<file path="config.mk">
export PLATFORM = sky130hd
export DESIGN_NAME = stapwm_ctrl
export DESIGN_NICKNAME = d
export VERILOG_FILES = /design/src/sv/stapwm_pkg.sv /design/src/sv/stapwm_ctrl.sv
export SDC_FILE = /design/constraint.sdc
export NUM_CORES = 1
export LEC_CHECK = 0
export ABC_CLOCK_PERIOD_IN_PS = 1500
export BUFFER_PORTS_ARGS = -buffer_cell sky130_fd_sc_hd__buf_2
export CAP_MARGIN = 20
export CORE_AREA = 2 2 39 41
export CTS_BUF_LIST = sky130_fd_sc_hd__clkbuf_16
export DETAILED_ROUTE_END_ITERATION = 8
export DIE_AREA = 0 0 41 43
export GPL_TIMING_DRIVEN = 1
export PLACE_DENSITY = 0.62
export SYNTH_ARGS = -nofsm -noshare
export SYNTH_HDL_FRONTEND = slang
export SYNTH_SLANG_ARGS = --single-unit
</file>
<file path="constraint.sdc">
create_clock -name clk -period 1.5 [get_ports clk]
set_clock_uncertainty 0.1 [all_clocks]
set_input_delay 0.45 -clock clk [delete_from_list [all_inputs] [get_ports clk]]
set_output_delay 0.45 -clock clk [all_outputs]
set_load 0.01 [all_outputs]
</file>
<file path="src/sv/stapwm_pkg.sv">
// shared types and constants for the six-thruster allocation block
package stapwm_pkg;

  localparam int NUM_MOTORS = 6;
  localparam int MIDX_W     = 3;
  localparam int IN_W       = 16;
  localparam int PWM_W      = 13;
  localparam int ALPHA_W    = 16;
  localparam int INV_W      = 32;
  localparam int CFG_IDX_W  = 2;
  localparam int CFG_DATA_W = 32;
  localparam int RAW_W      = 17;

  localparam logic [MIDX_W-1:0] LAST_MOTOR = MIDX_W'(NUM_MOTORS - 1);

  localparam int DEADBAND_SPAN = 1200;
  localparam logic [PWM_W-1:0] PWM_FAILSAFE = 13'd5940;
  localparam logic [PWM_W-1:0] PWM_MAX      = 13'd7300;
  localparam logic [PWM_W-1:0] PWM_POS_BASE = 13'd6100;
  localparam logic [PWM_W-1:0] PWM_ZERO     = 13'd5900;
  localparam logic [PWM_W-1:0] PWM_NEG_BASE = 13'd5700;
  localparam logic [PWM_W-1:0] PWM_MIN      = 13'd4500;

  localparam logic [ALPHA_W-1:0] ALPHA_RESET = 16'd5243;
  localparam logic [INV_W-1:0]   INV_RESET   = 32'd65536;

  // configuration register indexes
  localparam logic [CFG_IDX_W-1:0] CFG_FILTER_ALPHA     = 2'd0;
  localparam logic [CFG_IDX_W-1:0] CFG_INV_THRUST_SCALE = 2'd1;

  typedef enum logic {
    OP_LOAD   = 1'b0,
    OP_UPDATE = 1'b1
  } op_t;

  typedef enum logic [1:0] {
    ST_IDLE,
    ST_ISSUE,
    ST_DRAIN,
    ST_PUBLISH
  } ctl_state_t;

  typedef struct packed {
    logic              load_we;
    logic              start;
    logic              issue;
    logic [MIDX_W-1:0] motor;
    logic              publish;
    logic              failsafe;
  } dp_cmd_t;

  typedef struct packed {
    logic wb_done;
  } dp_stat_t;

endpackage

</file>
<file path="src/sv/stapwm_ctrl.sv">
// controller state machine: sequences loads, motor issue, drain and result publish
module stapwm_ctrl (
  input  logic                          clk,
  input  logic                          rst_n,
  input  logic                          in_valid,
  output logic                          in_ready,
  input  logic                          in_opcode,
  input  logic                          in_failsafe,
  input  logic [stapwm_pkg::MIDX_W-1:0] in_row,
  input  logic [stapwm_pkg::MIDX_W-1:0] in_col,
  output logic                          out_valid,
  input  logic                          out_ready,
  output stapwm_pkg::dp_cmd_t           cmd,
  input  stapwm_pkg::dp_stat_t          stat
);
  import stapwm_pkg::*;

  ctl_state_t        state_r, state_nxt;
  logic [MIDX_W-1:0] cnt_r, cnt_nxt;
  logic              fs_r, fs_nxt;
  logic              out_valid_r, out_valid_nxt;
  logic              accept;

  always_ff @(posedge clk) begin
    if (!rst_n) begin
      state_r     <= ST_IDLE;
      cnt_r       <= '0;
      fs_r        <= 1'b0;
      out_valid_r <= 1'b0;
    end else begin
      state_r     <= state_nxt;
      cnt_r       <= cnt_nxt;
      fs_r        <= fs_nxt;
      out_valid_r <= out_valid_nxt;
    end
  end

  always_comb begin
    state_nxt     = state_r;
    cnt_nxt       = cnt_r;
    fs_nxt        = fs_r;
    out_valid_nxt = out_valid_r;
    in_ready      = 1'b0;
    cmd           = '0;
    cmd.motor     = cnt_r;
    cmd.failsafe  = fs_r;
    accept        = 1'b0;

    if (out_valid_r && out_ready) begin
      out_valid_nxt = 1'b0;
    end

    case (state_r)
      ST_IDLE: begin
        in_ready = 1'b1;
        accept   = in_valid;
        if (accept) begin
          if (op_t'(in_opcode) == OP_LOAD) begin
            cmd.load_we = (in_row < MIDX_W'(NUM_MOTORS)) && (in_col < MIDX_W'(NUM_MOTORS));
          end else if (in_failsafe) begin
            fs_nxt    = 1'b1;
            state_nxt = ST_PUBLISH;
          end else begin
            fs_nxt    = 1'b0;
            cmd.start = 1'b1;
            cnt_nxt   = '0;
            state_nxt = ST_ISSUE;
          end
        end
      end
      ST_ISSUE: begin
        cmd.issue = 1'b1;
        if (cnt_r == LAST_MOTOR) begin
          cnt_nxt   = '0;
          state_nxt = ST_DRAIN;
        end else begin
          cnt_nxt = cnt_r + 1'b1;
        end
      end
      ST_DRAIN: begin
        if (stat.wb_done) begin
          state_nxt = ST_PUBLISH;
        end
      end
      ST_PUBLISH: begin
        if (!out_valid_r || out_ready) begin
          cmd.publish   = 1'b1;
          out_valid_nxt = 1'b1;
          state_nxt     = ST_IDLE;
        end
      end
      default: begin
        state_nxt = ST_IDLE;
      end
    endcase
  end

  assign out_valid = out_valid_r;

endmodule

</file>
Word level (Yosys, flattened, before mapping):

Cells that the tools add are included.

* multiplexer cells: 25
* add/subtract/negate cells: 1
* reduce and logical (&&, ||, !) cells: 9
* eq/ne operators: 10
* magnitude comparators: 2

Operators with widths (count)
* 2-bit two-way mux: 8
* 3-bit two-way mux: 4
* 2-bit != test (second input constant): 6
* 1-bit two-way mux: 11
* 2-bit one-hot mux with 4 select lines: 1
* 3-bit less-than comparator (second input constant): 2
* 3-bit one-hot mux with 2 select lines: 1
* 5-bit AND reduction: 1
* 2-bit == test (second input constant): 2
* 4-bit AND reduction: 1
* 3-bit by 1-bit adder with 3-bit output (second input constant): 1
* 3-bit == test (second input constant): 1
* 3-bit AND reduction: 1
* 2-bit by 1-bit == test with 1-bit output (second input constant): 1
* 1-bit logical AND: 2
* 2-bit zero test: 1
* 2-bit nonzero test: 1
* 1-bit zero test: 1
* 1-bit logical OR: 1

* bits in registers: 7
* word-level logic and storage cells: 51
* output and inout port bits: 10
* input bits: 13

Longest topological paths before layout:

Gate-level depths: netlist of run 1.

* word-level depth: 5
* depth in mapped cells: 6
* depth with buffers taken out: 6

Worst setup path after synthesis of run 1:

No wires, ideal clock.

* kind: reg-to-output
* from: register state_r[0]
* to: output port cmd[7] in the netlist's numbering
* stages on the path, launching flop included: 5
* path buffers: 0
* required time: 950 ps
* path slack: -211 ps
* data arrival time: 1161 ps
* path through: dfxtp_1 -> inv_1 -> ha_1 -> nand3b_1 -> a221oi_1

RTL lines
* start: declaration: line stapwm_ctrl.sv:18 `ctl_state_t state_r, state_nxt;`
* start signal: assignment: line stapwm_ctrl.sv:31 `state_r <= state_nxt;`
* end: declaration: line stapwm_ctrl.sv:13 `output stapwm_pkg::dp_cmd_t cmd,`

==> impl_results.rst, run 1 <==
.. list-table::
   :header-rows: 1

   * - Metric
     - Value
   * - Run status
     - complete, but fails checks
   * - Violations in the final reports
     - setup timing
   * - Fraction of synthesized area in multiplexers
     - between 10% and 20%
   * - Crit end category
     - primary output
   * - Slowest Stage Delay on Critical Path
     - 0.35 ns
   * - Antenna Violating Nets Remaining
     - 0
   * - Number of global-route vias before repair
     - between 400 and 500
   * - Routed Wire Length
     - between 1000 and 1500 um
   * - Cell type with the largest total area after synthesis
     - dfxtp_1
   * - Root Buffer Master
     - clkbuf_16
   * - Core outline area
     - ~1400 um^2
   * - Cell Count, Final, Fillers Out
     - about 110
   * - Detailed-routed wire length on met2
     - 723 um
   * - Inserted Clock Buffers
     - 3
   * - Xor-xnor portion of the synthesized cell area
     - 0%
   * - Sum of buffers and inverters on the critical path
     - 3
   * - Area of the mapped netlist
     - 457 um^2
   * - Share of the core filled with cells in the final layout
     - 62.4%
   * - Port Buffers
     - 20
   * - Initial standard-cell utilization of the core
     - around 33%
   * - Total global routing overflow
     - 0
   * - Number of failing hold endpoints at the final stage
     - 0
   * - Count of synthesis-stage warnings from yosys
     - 0
   * - I/O pin cnt
     - 23
   * - Global-route wire length before repair
     - approximately 1800 um
   * - Final nets
     - ~110
   * - Overall routing resource usage
     - 15.0%
   * - Critical path class
     - flip-flop to primary output
   * - Yosys top cell area share
     - 30.7%
   * - Required arrival time at the worst endpoint
     - 0.95 ns
   * - Crit path arrival time
     - 1.22 ns
   * - Maximum clock rate
     - between 500 and 600 MHz
   * - Share of the yosys chip area belonging to registers
     - 30.7%
   * - Adder-cell share of the synthesized area
     - 11.0%
   * - Worst-Margin Slew
     - between 0.3 and 0.4 ns
   * - Clock latency reported for the late side of the worst-skew pair
     - between 0.2 and 0.25 ns
   * - Crit path launch type
     - flip-flop
   * - Count of standard-cell rows
     - 14
   * - Slowest library cell on the worst path
     - dfxtp_4
   * - Total via count after detailed routing
     - 535
   * - Total clock sinks
     - 7
   * - Worst Hold Depth
     - 2
   * - RSZ-0062 raised after global routing
     - true
   * - Largest net degree at the start of global routing
     - 10
   * - Average wire length per cell after detail routing
     - 11.8 um
   * - Synthesized instance count
     - between 50 and 60
   * - Shortest clock period the worst path allows after layout
     - around 1.8 ns
   * - Compound-gate portion of the synthesized area
     - ~18%
   * - Portion of the clock cycle consumed by the worst path in the final layout
     - 118%
   * - Endpoint with the worst hold slack
     - cnt_r[2]
   * - Number of maximum-capacitance violations
     - 0
   * - Pins over their slew limit
     - 0
   * - Smallest setup slack after layout
     - -0.271 ns
   * - Number of H-tree levels
     - 1
   * - Register-to-Register Setup Slack
     - -0.20 ns
   * - Via-per-instance ratio
     - 5.00
   * - Chip Width
     - approximately 41 um
   * - Critical R2R Launch
     - state_r[1]
   * - Max-slew headroom at the worst pin
     - 78.2%
   * - Placer Congestion
     - around 0.66
   * - Number of endpoints failing setup at the final stage
     - 8
   * - Signed area change from the synthesized netlist to the final layout
     - 89.0%
   * - Height of the die
     - about 43 um
   * - Placed wire-length estimate
     - 875 um
   * - Worst setup slack before clock tree synthesis
     - -0.126 ns
   * - Largest buffer count on any clock path
     - 2
   * - Pre-antenna DRT Iters
     - 4
   * - Worst flop-to-flop path endpoint
     - state_r[1]
   * - Clock tree from TritonCTS
     - done
   * - Antenna Diode Count
     - 0
   * - Power density relative to cell area
     - around 1800 nW/um^2
   * - Synth unique cells
     - 23
   * - Initial antenna violation count
     - 0
   * - Ordered cell list for the critical path
     - inv_4, ha_4, buf_4, nand3_4, nor2_2, buf_2
   * - # hold bufs at CTS
     - 0
   * - Area fraction in and, or, nand and nor cells after synthesis
     - a little over a fifth
   * - Clock transition at the registers of the reported paths
     - 0.03 ns
   * - Synthesized Nets
     - 69
   * - Count of state elements after synthesis
     - 7
   * - Top layer reached by signal wires
     - met4
   * - Family of cells with the greatest summed delay on the critical path
     - flip-flops
   * - Static leakage
     - about 0.43 nW
   * - Startpoint of the tightest hold check path
     - cnt_r[2]
   * - CP Max Fanout
     - 4
   * - Iter 0 DRT Violations
     - 4
   * - Largest family of logic cells by synthesized area
     - simple AND/OR/NAND/NOR gates
   * - Die Area
     - ~1800 um^2
   * - Peak VDD IR
     - 1.08 mV
   * - Average cell area after synthesis
     - about 8.8 um^2
   * - Post-route met1 wirelength
     - approximately 460 um
   * - Reg2Reg Depth
     - 6
   * - Met3 routed WL
     - around 56 um
   * - Largest cells by area after synthesis
     - dfxtp_1 (31%), ha_1 (11%), mux2i_1 (8.8%)
   * - Share of post-route cells with drive strength above 1
     - between 60% and 70%
   * - Cell count after placement
     - 94
   * - Kind of path behind the tightest hold check
     - flip-flop to flip-flop
   * - Number of remaining DRC errors
     - 0
==> power by group <==
part | total (mW) | switching, mW | internal (mW)
combinational | 0.861 | 0.352 | 0.509
clock | 0.440 | 0.0936 | 0.346
sequential | 0.270 | 0.0379 | 0.232
total | 1.57 | 0.483 | 1.09
==> how the worst max path moves through the flow <==
stage	endpoint	cells past startpoint	startpoint	slack, ns
final	cmd[6]	6	state_r[1]	-0.27
after global routing	cmd[7]	5	state_r[1]	-0.33
after CTS	cmd[7]	5	state_r[0]	-0.27
after detailed placement	cmd[7]	4	in_opcode	-0.13
after global placement	state_r[1]	5	in_valid	-0.12
after floorplan	state_r[1]	5	state_r[0]	-0.001
==> cells in the mapped netlist, drive strengths merged <==
library cell / n
nand3b: 2
nor2: 3
or2: 1
and2: 1
o21a: 2
dfxtp: 7
o22ai: 2
clkbuf: 1
ha: 4
mux2: 1
o211ai: 1
o211a: 1
o2111ai: 1
a21boi: 1
nand3: 1
and3b: 1
a222oi: 1
nand2: 5
inv: 6
mux2i: 4
buf: 1
nor2b: 4
a221oi: 1
==> final cells by class <==
class                           count  area (um^2)
Fill cell                         115          520
Sequential cell                     7          148
Clock inverter                      1         3.75
Clock buffer                        3         75.1
Tap cell                           16         20.0
Timing Repair Buffer               37          244
Multi-Input combinational cell     37          345
Inverter                            6         27.5
==> registers in the layout, indices dropped and copies added, names as in the netlist <==
name / count
cnt_r: 3
fs_r: 1
out_valid: 1
state_r: 2
==> cell usage in the layout (no fill, tap or decap) <==
cell type	n
a21boi_2	1
dfxtp_4	2
nor2_2	1
nand3b_1	2
buf_2	18
o211a_1	1
o2111ai_2	1
mux2i_1	4
nand2_1	5
buf_4	16
nand3_4	1
and3b_2	1
nor2b_1	4
mux2_4	1
nor2_1	2
ha_4	2
o22ai_1	1
o211ai_1	1
dfxtp_1	5
inv_1	4
a221oi_2	1
o21a_1	2
buf_6	3
inv_4	2
or2_2	1
o22ai_2	1
and2_1	1
inv_2	1
clkbuf_16	3
ha_1	2
a222oi_1	1
==> kinds of logic after synthesis <==
logic type               after synthesis
multiplexers                           5
flip-flops                             7
AO/OA/AOI/OAI                         10
AND/OR/NAND/NOR                       18
buffers and inverters                  8
adder cells (fa/ha/maj)                4
==> stage by stage <==
| stage | instance area, um^2 | hold slack, ns | setup TNS, ns | power, mW |
|---|---|---|---|---|
| final | 863 | 0.397 | -1.32 | 1.57 |
| after global routing | 863 | 0.424 | -1.72 | 1.66 |
| after CTS | 826 | 0.394 | -1.50 | 1.51 |
| after detailed placement | 649 | 0.389 | -0.303 | 0.802 |
| after global placement | 649 | 0.381 | -0.255 | 0.790 |
| after floorplan | 480 | 0.360 | -0.00132 | 0.627 |
==> per-layer routing <==
metal / GRT usage (%) / up-vias
li1: - / 263
met1: 12.7 / 254
met2: 28.7 / 15
met3: 1.57 / 3
met4: 10.0 / 0
met5: 0 / -
==> worst min-delay path: stages, from the launching register on <==
cell     delay [ns]
dfxtp_1        0.32
nand2_1        0.06
o22ai_1        0.06
==> what timing repair did <==
| item | CTS | global route |
|---|---|---|
| setup buffers | 8 | 2 |
| gates resized for setup | 8 | 8 |
| setup endpoints to repair | 8 | 9 |
| pin swaps | 4 | 7 |
(Power assumes the default switching activity.)
==> run 2: changes to the inputs <==
TNS_END_PERCENT = 20   (was not set)
==> impl_results.rst, run 2 (synthesized netlist as in run 1, its figures left out) <==
.. list-table::
   :header-rows: 1

   * - Metric
     - Value
   * - Cell Count, Final, Fillers Out
     - 101 (was 107)
   * - Clock tree from TritonCTS
     - done (unchanged)
   * - Maximum clock rate
     - 569 MHz (was 565 MHz)
   * - I/O pin cnt
     - 23 (unchanged)
   * - Most frequent standard cell in the layout excluding fill and tap cells
     - buf_2 (unchanged)
   * - Pre-antenna DRT Iters
     - 4 (unchanged)
   * - Iter 0 DRT Violations
     - 7 (was 4)
   * - Count of standard-cell rows
     - 14 (unchanged)
   * - Number of H-tree levels
     - 1 (unchanged)
   * - Share of post-route cells with drive strength above 1
     - 52.9% (was 61.5%)
   * - Kind of path behind the tightest hold check
     - flip-flop to flip-flop (unchanged)
   * - Largest net degree at the start of global routing
     - 10 (unchanged)
   * - Antenna Diode Count
     - 0 (unchanged)
   * - Root Buffer Master
     - clkbuf_16 (unchanged)
   * - Required arrival time at the worst endpoint
     - 0.95 ns (about the same)
   * - Shortest clock period the worst path allows after layout
     - 1.76 ns (was 1.77 ns)
   * - Total global routing overflow
     - 0 (unchanged)
   * - Signed area change from the synthesized netlist to the final layout
     - 67.9% (was 89.0%)
   * - Reg with most FFs
     - cnt_r (unchanged)
   * - Clock transition at the registers of the reported paths
     - 0.03 ns (about the same)
   * - Initial antenna violation count
     - 0 (unchanged)
   * - Cell count after placement
     - 94 (unchanged)
   * - Port Buffers
     - 20 (unchanged)
   * - Initial standard-cell utilization of the core
     - 33.0% (unchanged)
   * - Run status
     - complete, but fails checks (unchanged)
   * - Total via count after detailed routing
     - 495 (was 535)
   * - Portion of the clock cycle consumed by the worst path in the final layout
     - 117% (was 118%)
   * - RSZ-0062 raised after global routing
     - true (unchanged)
   * - Registers with the highest flip-flop counts
     - cnt_r (3), state_r (2) (unchanged)
   * - Largest buffer count on any clock path
     - 2 (unchanged)
   * - Family of cells with the greatest summed delay on the critical path
     - flip-flops (unchanged)
   * - Crit path arrival time
     - 1.21 ns (was 1.22 ns)
   * - Static leakage
     - 0.387 nW (was 0.426 nW)
   * - Critical path class
     - flip-flop to primary output (unchanged)
   * - Max-slew headroom at the worst pin
     - 77.5% (was 78.2%)
   * - # hold bufs at CTS
     - 0 (unchanged)
   * - Violations in the final reports
     - setup timing (unchanged)
   * - Inserted Clock Buffers
     - 3 (unchanged)
   * - Placer Congestion
     - 0.658 (unchanged)
   * - Number of maximum-capacitance violations
     - 0 (unchanged)
   * - Chip Width
     - 41 um (unchanged)
   * - Number of global-route vias before repair
     - 453 (was 492)
   * - Number of failing hold endpoints at the final stage
     - 0 (unchanged)
   * - Via-per-instance ratio
     - 4.90 (was 5.00)
   * - Placed wire-length estimate
     - 875 um (unchanged)
   * - Most frequent cells in the layout
     - buf_2 (19), buf_4 (11), inv_1 (5), nand2_1 (5), dfxtp_1 (5) (was buf_2 (18), buf_4 (16), nand2_1 (5), dfxtp_1 (5))
   * - Flip-flop count of the largest register, all copies and words added
     - 3 (unchanged)
   * - Pins over their slew limit
     - 0 (unchanged)
   * - Antenna Violating Nets Remaining
     - 0 (unchanged)
   * - Total clock sinks
     - 7 (unchanged)
   * - Crit end category
     - primary output (unchanged)
   * - Overall routing resource usage
     - 14.0% (was 15.0%)
   * - Peak VDD IR
     - 0.961 mV (was 1.08 mV)
   * - Ordered cell list for the critical path
     - inv_4, ha_4, nand3b_1, a221oi_2, buf_2 (was inv_4, ha_4, buf_4, nand3_4, nor2_2, buf_2)
   * - CP Max Fanout
     - 4 (unchanged)
   * - Crit path launch type
     - flip-flop (unchanged)
   * - Smallest setup slack after layout
     - -0.257 ns (was -0.271 ns)
   * - Global-route wire length before repair
     - 1640 um (was 1770 um)
   * - Final nets
     - 103 (was 109)
   * - Average wire length per cell after detail routing
     - 10.8 um (was 11.8 um)
   * - Core outline area
     - 1380 um^2 (unchanged)
   * - Number of endpoints failing setup at the final stage
     - 8 (unchanged)
   * - Routed Wire Length
     - 1100 um (was 1260 um)
   * - Power density relative to cell area
     - 1730 nW/um^2 (was 1820 nW/um^2)
   * - Worst setup slack before clock tree synthesis
     - -0.126 ns (unchanged)
   * - Sum of buffers and inverters on the critical path
     - 2 (was 3)
   * - Number of remaining DRC errors
     - 0 (unchanged)
   * - Clock latency reported for the late side of the worst-skew pair
     - 0.23 ns (about the same)
   * - Height of the die
     - 43 um (unchanged)
   * - Slowest Stage Delay on Critical Path
     - 0.35 ns (about the same)
   * - Die Area
     - 1760 um^2 (unchanged)
   * - Worst-Margin Slew
     - 0.337 ns (was 0.328 ns)
   * - Slowest library cell on the worst path
     - dfxtp_4 (unchanged)
run 2: report_power, final:
part	leakage (nW)	total, mW	internal, mW	switching [mW]
Sequential	0.0582	0.270	0.232	0.0380
Combinational	0.287	0.620	0.349	0.271
Clock	0.0423	0.440	0.346	0.0938
Total	0.387	1.33	0.927	0.402
run 2: tightest hold or removal path: cells and delay by family, from the launching register on:
kind | cells | cell delay [ns]
flops | 1 | 0.32
compound gates | 1 | 0.06
simple gates | 1 | 0.06
run 2: metrics by stage:
step           area (um^2)  power [mW]  util (%)  hold slack [ns]  setup TNS [ns]
6_report               767        1.33      55.4            0.398           -1.36
5_1_grt                767        1.42      55.4            0.424           -1.92
4_1_cts                757        1.33      54.7            0.394           -1.50
3_5_place_dp           649       0.802      46.9            0.389          -0.303
3_3_place_gp           649       0.790      46.9            0.381          -0.255
2_1_floorplan          480       0.627         -            0.360        -0.00132
run 2: path summary, 6_finish.rpt:
kind	startpoint	to	slack, ns	depth (start not counted)
setup reg to reg	state_r[1]	state_r[1]	-0.18	6
hold / removal	cnt_r[2]	cnt_r[2]	0.40	2
hold reg to reg	cnt_r[2]	cnt_r[2]	0.40	2
setup / recovery	state_r[1]	cmd[7]	-0.26	5
run 2: area by class of cell:
type | count | area (um^2)
sequential | 7 | 148
multi-input combinational | 37 | 304
fill | 128 | 617
clock buffer | 3 | 75.1
timing repair buffer | 31 | 189
inverter | 6 | 27.5
clock inverter | 1 | 3.75
tap | 16 | 20.0
run 2: metal layers:
layer / share of wire [%] / GRT usage, % / up-vias
met4: 1.8 / 10.0 / 0
met2: 54 / 25.3 / 13
met5: 0 / 0 / -
met3: 4.7 / 1.57 / 3
li1: - / - / 251
met1: 39 / 13.0 / 228
run 2: timing repair:
item	in CTS	in global routing
setup buffers	3	0
pin swaps	2	2
resized for setup	1	4
endpoints found under the setup margin	8	10
==> run 3: changes to the inputs <==
PLACE_DENSITY = not set   (was 0.62)
PLACE_DENSITY_LB_ADDON = 0.1   (was not set)
==> impl_results.rst, run 3 (synthesized netlist as in run 1, its figures left out) <==
.. list-table::
   :header-rows: 1

   * - Metric
     - Value
   * - Run status
     - complete, but fails checks (unchanged)
   * - Violations in the final reports
     - setup timing (unchanged)
   * - Critical path depth in cells
     - 5 (unchanged)
   * - Crit path launch type
     - flip-flop (unchanged)
   * - Reg2Reg Depth
     - 6 (unchanged)
   * - Clock latency reported for the late side of the worst-skew pair
     - 0.23 ns (about the same)
   * - Number of remaining DRC errors
     - 0 (unchanged)
   * - Placer Congestion
     - 0.687 (was 0.658)
   * - Internal power
     - 966 uW (was 927 uW)
   * - RSZ-0062 raised after global routing
     - true (unchanged)
   * - Placed wire-length estimate
     - 770 um (was 875 um)
   * - Overall routing resource usage
     - 14.3% (was 14.0%)
   * - CP Max Fanout
     - 5 (was 4)
   * - Die Area
     - 1760 um^2 (unchanged)
   * - Iter 0 DRT Violations
     - 2 (was 7)
   * - Reg with most FFs
     - cnt_r (unchanged)
   * - Max-slew headroom at the worst pin
     - 75.7% (was 77.5%)
   * - Family of cells with the greatest summed delay on the critical path
     - flip-flops (unchanged)
   * - Share of the core filled with cells in the final layout
     - 56.3% (was 55.4%)
   * - Ordered cell list for the critical path
     - inv_2, ha_4, nand3b_1, a221oi_2, buf_2 (was inv_4, ha_4, nand3b_1, a221oi_2, buf_2)
   * - Cell count after placement
     - 92 (was 94)
   * - Design Area, Final
     - 779 um^2 (was 767 um^2)
   * - Port Buffers
     - 20 (unchanged)
   * - Setup Total Neg Slack
     - -1.30 ns (was -1.36 ns)
   * - Slowest Stage Delay on Critical Path
     - 0.33 ns (was 0.35 ns)
   * - Power, Total
     - 1.39 mW (was 1.33 mW)
   * - Global-route wire length before repair
     - 1700 um (was 1640 um)
   * - Root Buffer Master
     - clkbuf_16 (unchanged)
   * - Switching fraction of total power
     - 30.4% (was 30.3%)
   * - Clock transition at the registers of the reported paths
     - 0.04 ns (was 0.03 ns)
   * - Number of endpoints failing setup at the final stage
     - 8 (unchanged)
   * - Count of standard-cell rows
     - 14 (unchanged)
   * - Chip Width
     - 41 um (unchanged)
   * - Hold WS
     - 0.379 ns (was 0.398 ns)
   * - Register-to-Register Setup Slack
     - -0.22 ns (was -0.18 ns)
   * - Antenna Diode Count
     - 0 (unchanged)
   * - Crit path arrival time
     - 1.20 ns (was 1.21 ns)
   * - Slowest library cell on the worst path
     - dfxtp_2 (was dfxtp_4)
   * - Flip-flop count of the largest register, all copies and words added
     - 3 (unchanged)
   * - Critical path class
     - flip-flop to primary output (unchanged)
   * - Number of maximum-capacitance violations
     - 0 (unchanged)
   * - Core outline area
     - 1380 um^2 (unchanged)
   * - Reported net switching power
     - 421 uW (was 402 uW)
   * - Pins over their slew limit
     - 0 (unchanged)
   * - Setup crit start
     - state_r[0] (was state_r[1])
   * - Power share of the combinational group
     - 49.6% (was 46.6%)
   * - Smallest setup slack after layout
     - -0.255 ns (was -0.257 ns)
   * - Sequential power share
     - 18.1% (was 20.3%)
   * - Cell Count, Final, Fillers Out
     - 101 (unchanged)
   * - Post-Place Cell Area
     - 634 um^2 (was 649 um^2)
   * - Final nets
     - 103 (unchanged)
   * - Total clock sinks
     - 7 (unchanged)
   * - Inserted Clock Buffers
     - 3 (unchanged)
   * - Worst flop-to-flop path endpoint
     - state_r[1] (unchanged)
   * - Power density relative to cell area
     - 1780 nW/um^2 (was 1730 nW/um^2)
   * - Largest buffer count on any clock path
     - 2 (unchanged)
   * - Clock tree from TritonCTS
     - done (unchanged)
   * - Registers with the highest flip-flop counts
     - cnt_r (3), state_r (2) (unchanged)
   * - Number of global-route vias before repair
     - 431 (was 453)
   * - Largest net degree at the start of global routing
     - 10 (unchanged)
   * - Number of H-tree levels
     - 1 (unchanged)
   * - Crit end category
     - primary output (unchanged)
   * - Required arrival time at the worst endpoint
     - 0.95 ns (about the same)
   * - # hold bufs at CTS
     - 0 (unchanged)
   * - Static leakage
     - 0.391 nW (was 0.387 nW)
   * - Critical R2R Launch
     - state_r[1] (unchanged)
   * - Pre-antenna DRT Iters
     - 4 (unchanged)
   * - Most frequent cells in the layout
     - buf_2 (18), buf_4 (11), inv_1 (5), nand2_1 (5), dfxtp_1 (5) (was buf_2 (19), buf_4 (11), inv_1 (5), nand2_1 (5), dfxtp_1 (5))
   * - Total global routing overflow
     - 0 (unchanged)
   * - Peak VDD IR
     - 0.951 mV (was 0.961 mV)
   * - Share of post-route cells with drive strength above 1
     - 54.1% (was 52.9%)
   * - Sum of buffers and inverters on the critical path
     - 2 (unchanged)
   * - Filler cells
     - 126 (was 128)
   * - Total via count after detailed routing
     - 476 (was 495)
   * - Average wire length per cell after detail routing
     - 10.6 um (was 10.8 um)
   * - Shortest clock period the worst path allows after layout
     - 1.75 ns (was 1.76 ns)
   * - Height of the die
     - 43 um (unchanged)
   * - Portion of the clock cycle consumed by the worst path in the final layout
     - 117% (about the same)
   * - Routed Wire Length
     - 1080 um (was 1100 um)
   * - Initial antenna violation count
     - 0 (unchanged)
   * - Relative contribution of the clock network to total power
     - 32.2% (was 33.1%)
   * - Worst setup slack before clock tree synthesis
     - -0.134 ns (was -0.126 ns)
   * - Initial standard-cell utilization of the core
     - 33.0% (unchanged)
   * - Antenna Violating Nets Remaining
     - 0 (unchanged)
   * - Most frequent standard cell in the layout excluding fill and tap cells
     - buf_2 (unchanged)
   * - Signed area change from the synthesized netlist to the final layout
     - 70.7% (was 67.9%)
   * - Maximum clock rate
     - 570 MHz (was 569 MHz)
   * - Kind of path behind the tightest hold check
     - flip-flop to flip-flop (unchanged)
   * - I/O pin cnt
     - 23 (unchanged)
   * - End point of the critical path
     - cmd[7] (unchanged)
   * - Worst-Margin Slew
     - 0.365 ns (was 0.337 ns)
   * - Number of failing hold endpoints at the final stage
     - 0 (unchanged)
   * - Via-per-instance ratio
     - 4.71 (was 4.90)
run 3: cell count changes in the layout (fill, tap and decap cells not counted):
cell | before | now
buf_6 | 1 | 2
o22ai_2 | 0 | 1
ha_4 | 1 | 2
inv_2 | 0 | 2
dfxtp_2 | 0 | 2
inv_4 | 2 | 0
dfxtp_4 | 2 | 0
o22ai_1 | 2 | 1
ha_2 | 1 | 0
buf_2 | 19 | 18
run 3: power by group through the flow:
| stage | sequential, mW | clock (mW) | combinational (mW) |
|---|---|---|---|
| after floorplan | 0.257 | 0 | 0.370 |
| after global placement | 0.258 | 0 | 0.518 |
| after detailed placement | 0.257 | 0 | 0.522 |
| after CTS | 0.250 | 0.455 | 0.675 |
| after global routing | 0.256 | 0.471 | 0.761 |
| final | 0.252 | 0.447 | 0.689 |
run 3: how the worst min path moves through the flow:
stage               startpoint  depth (start not counted)  slack, ns    endpoint
global placement    state_r[1]                          2       0.37  state_r[1]
floorplan           state_r[1]                          2       0.36  state_r[1]
finish              state_r[1]                          2       0.38  state_r[1]
detailed placement  state_r[1]                          2       0.37  state_r[1]
CTS                 state_r[1]                          2       0.38  state_r[1]
global route        state_r[1]                          2       0.39  state_r[1]
run 3: what timing repair did:
item | in CTS | in global routing
setup buffers | 5 | 0
endpoints found under the setup margin | 8 | 9
hold endpoints to repair | 0 | 0
pin swaps | 2 | 2
gates resized for setup | 3 | 1
run 3: final cells by class:
type	instances	area [um^2]	area share [%]
flip-flops and latches	7	143	18.3
clock inverters	1	3.75	0.482
inverters	6	22.5	2.89
well taps	16	20.0	2.57
multi-input cells	37	320	41.1
repair buffers	31	195	25.0
clock buffers	3	75.1	9.63
run 3: worst reg2reg max path: stages, from the launching register on:
cell,delay [ns]
dfxtp_2,0.35
inv_2,0.06
ha_4,0.17
buf_4,0.14
a222oi_1,0.38
a21boi_2,0.27
mux2i_1,0.18
run 3: metal layers:
metal | vias to the layer above | GRT usage [%] | wire length [um]
li1 | 245 | - | -
met3 | 5 | 3.14 | 62
met5 | - | 0 | 0
met4 | 0 | 10.0 | 29
met2 | 15 | 21.9 | 504
met1 | 211 | 16.5 | 479
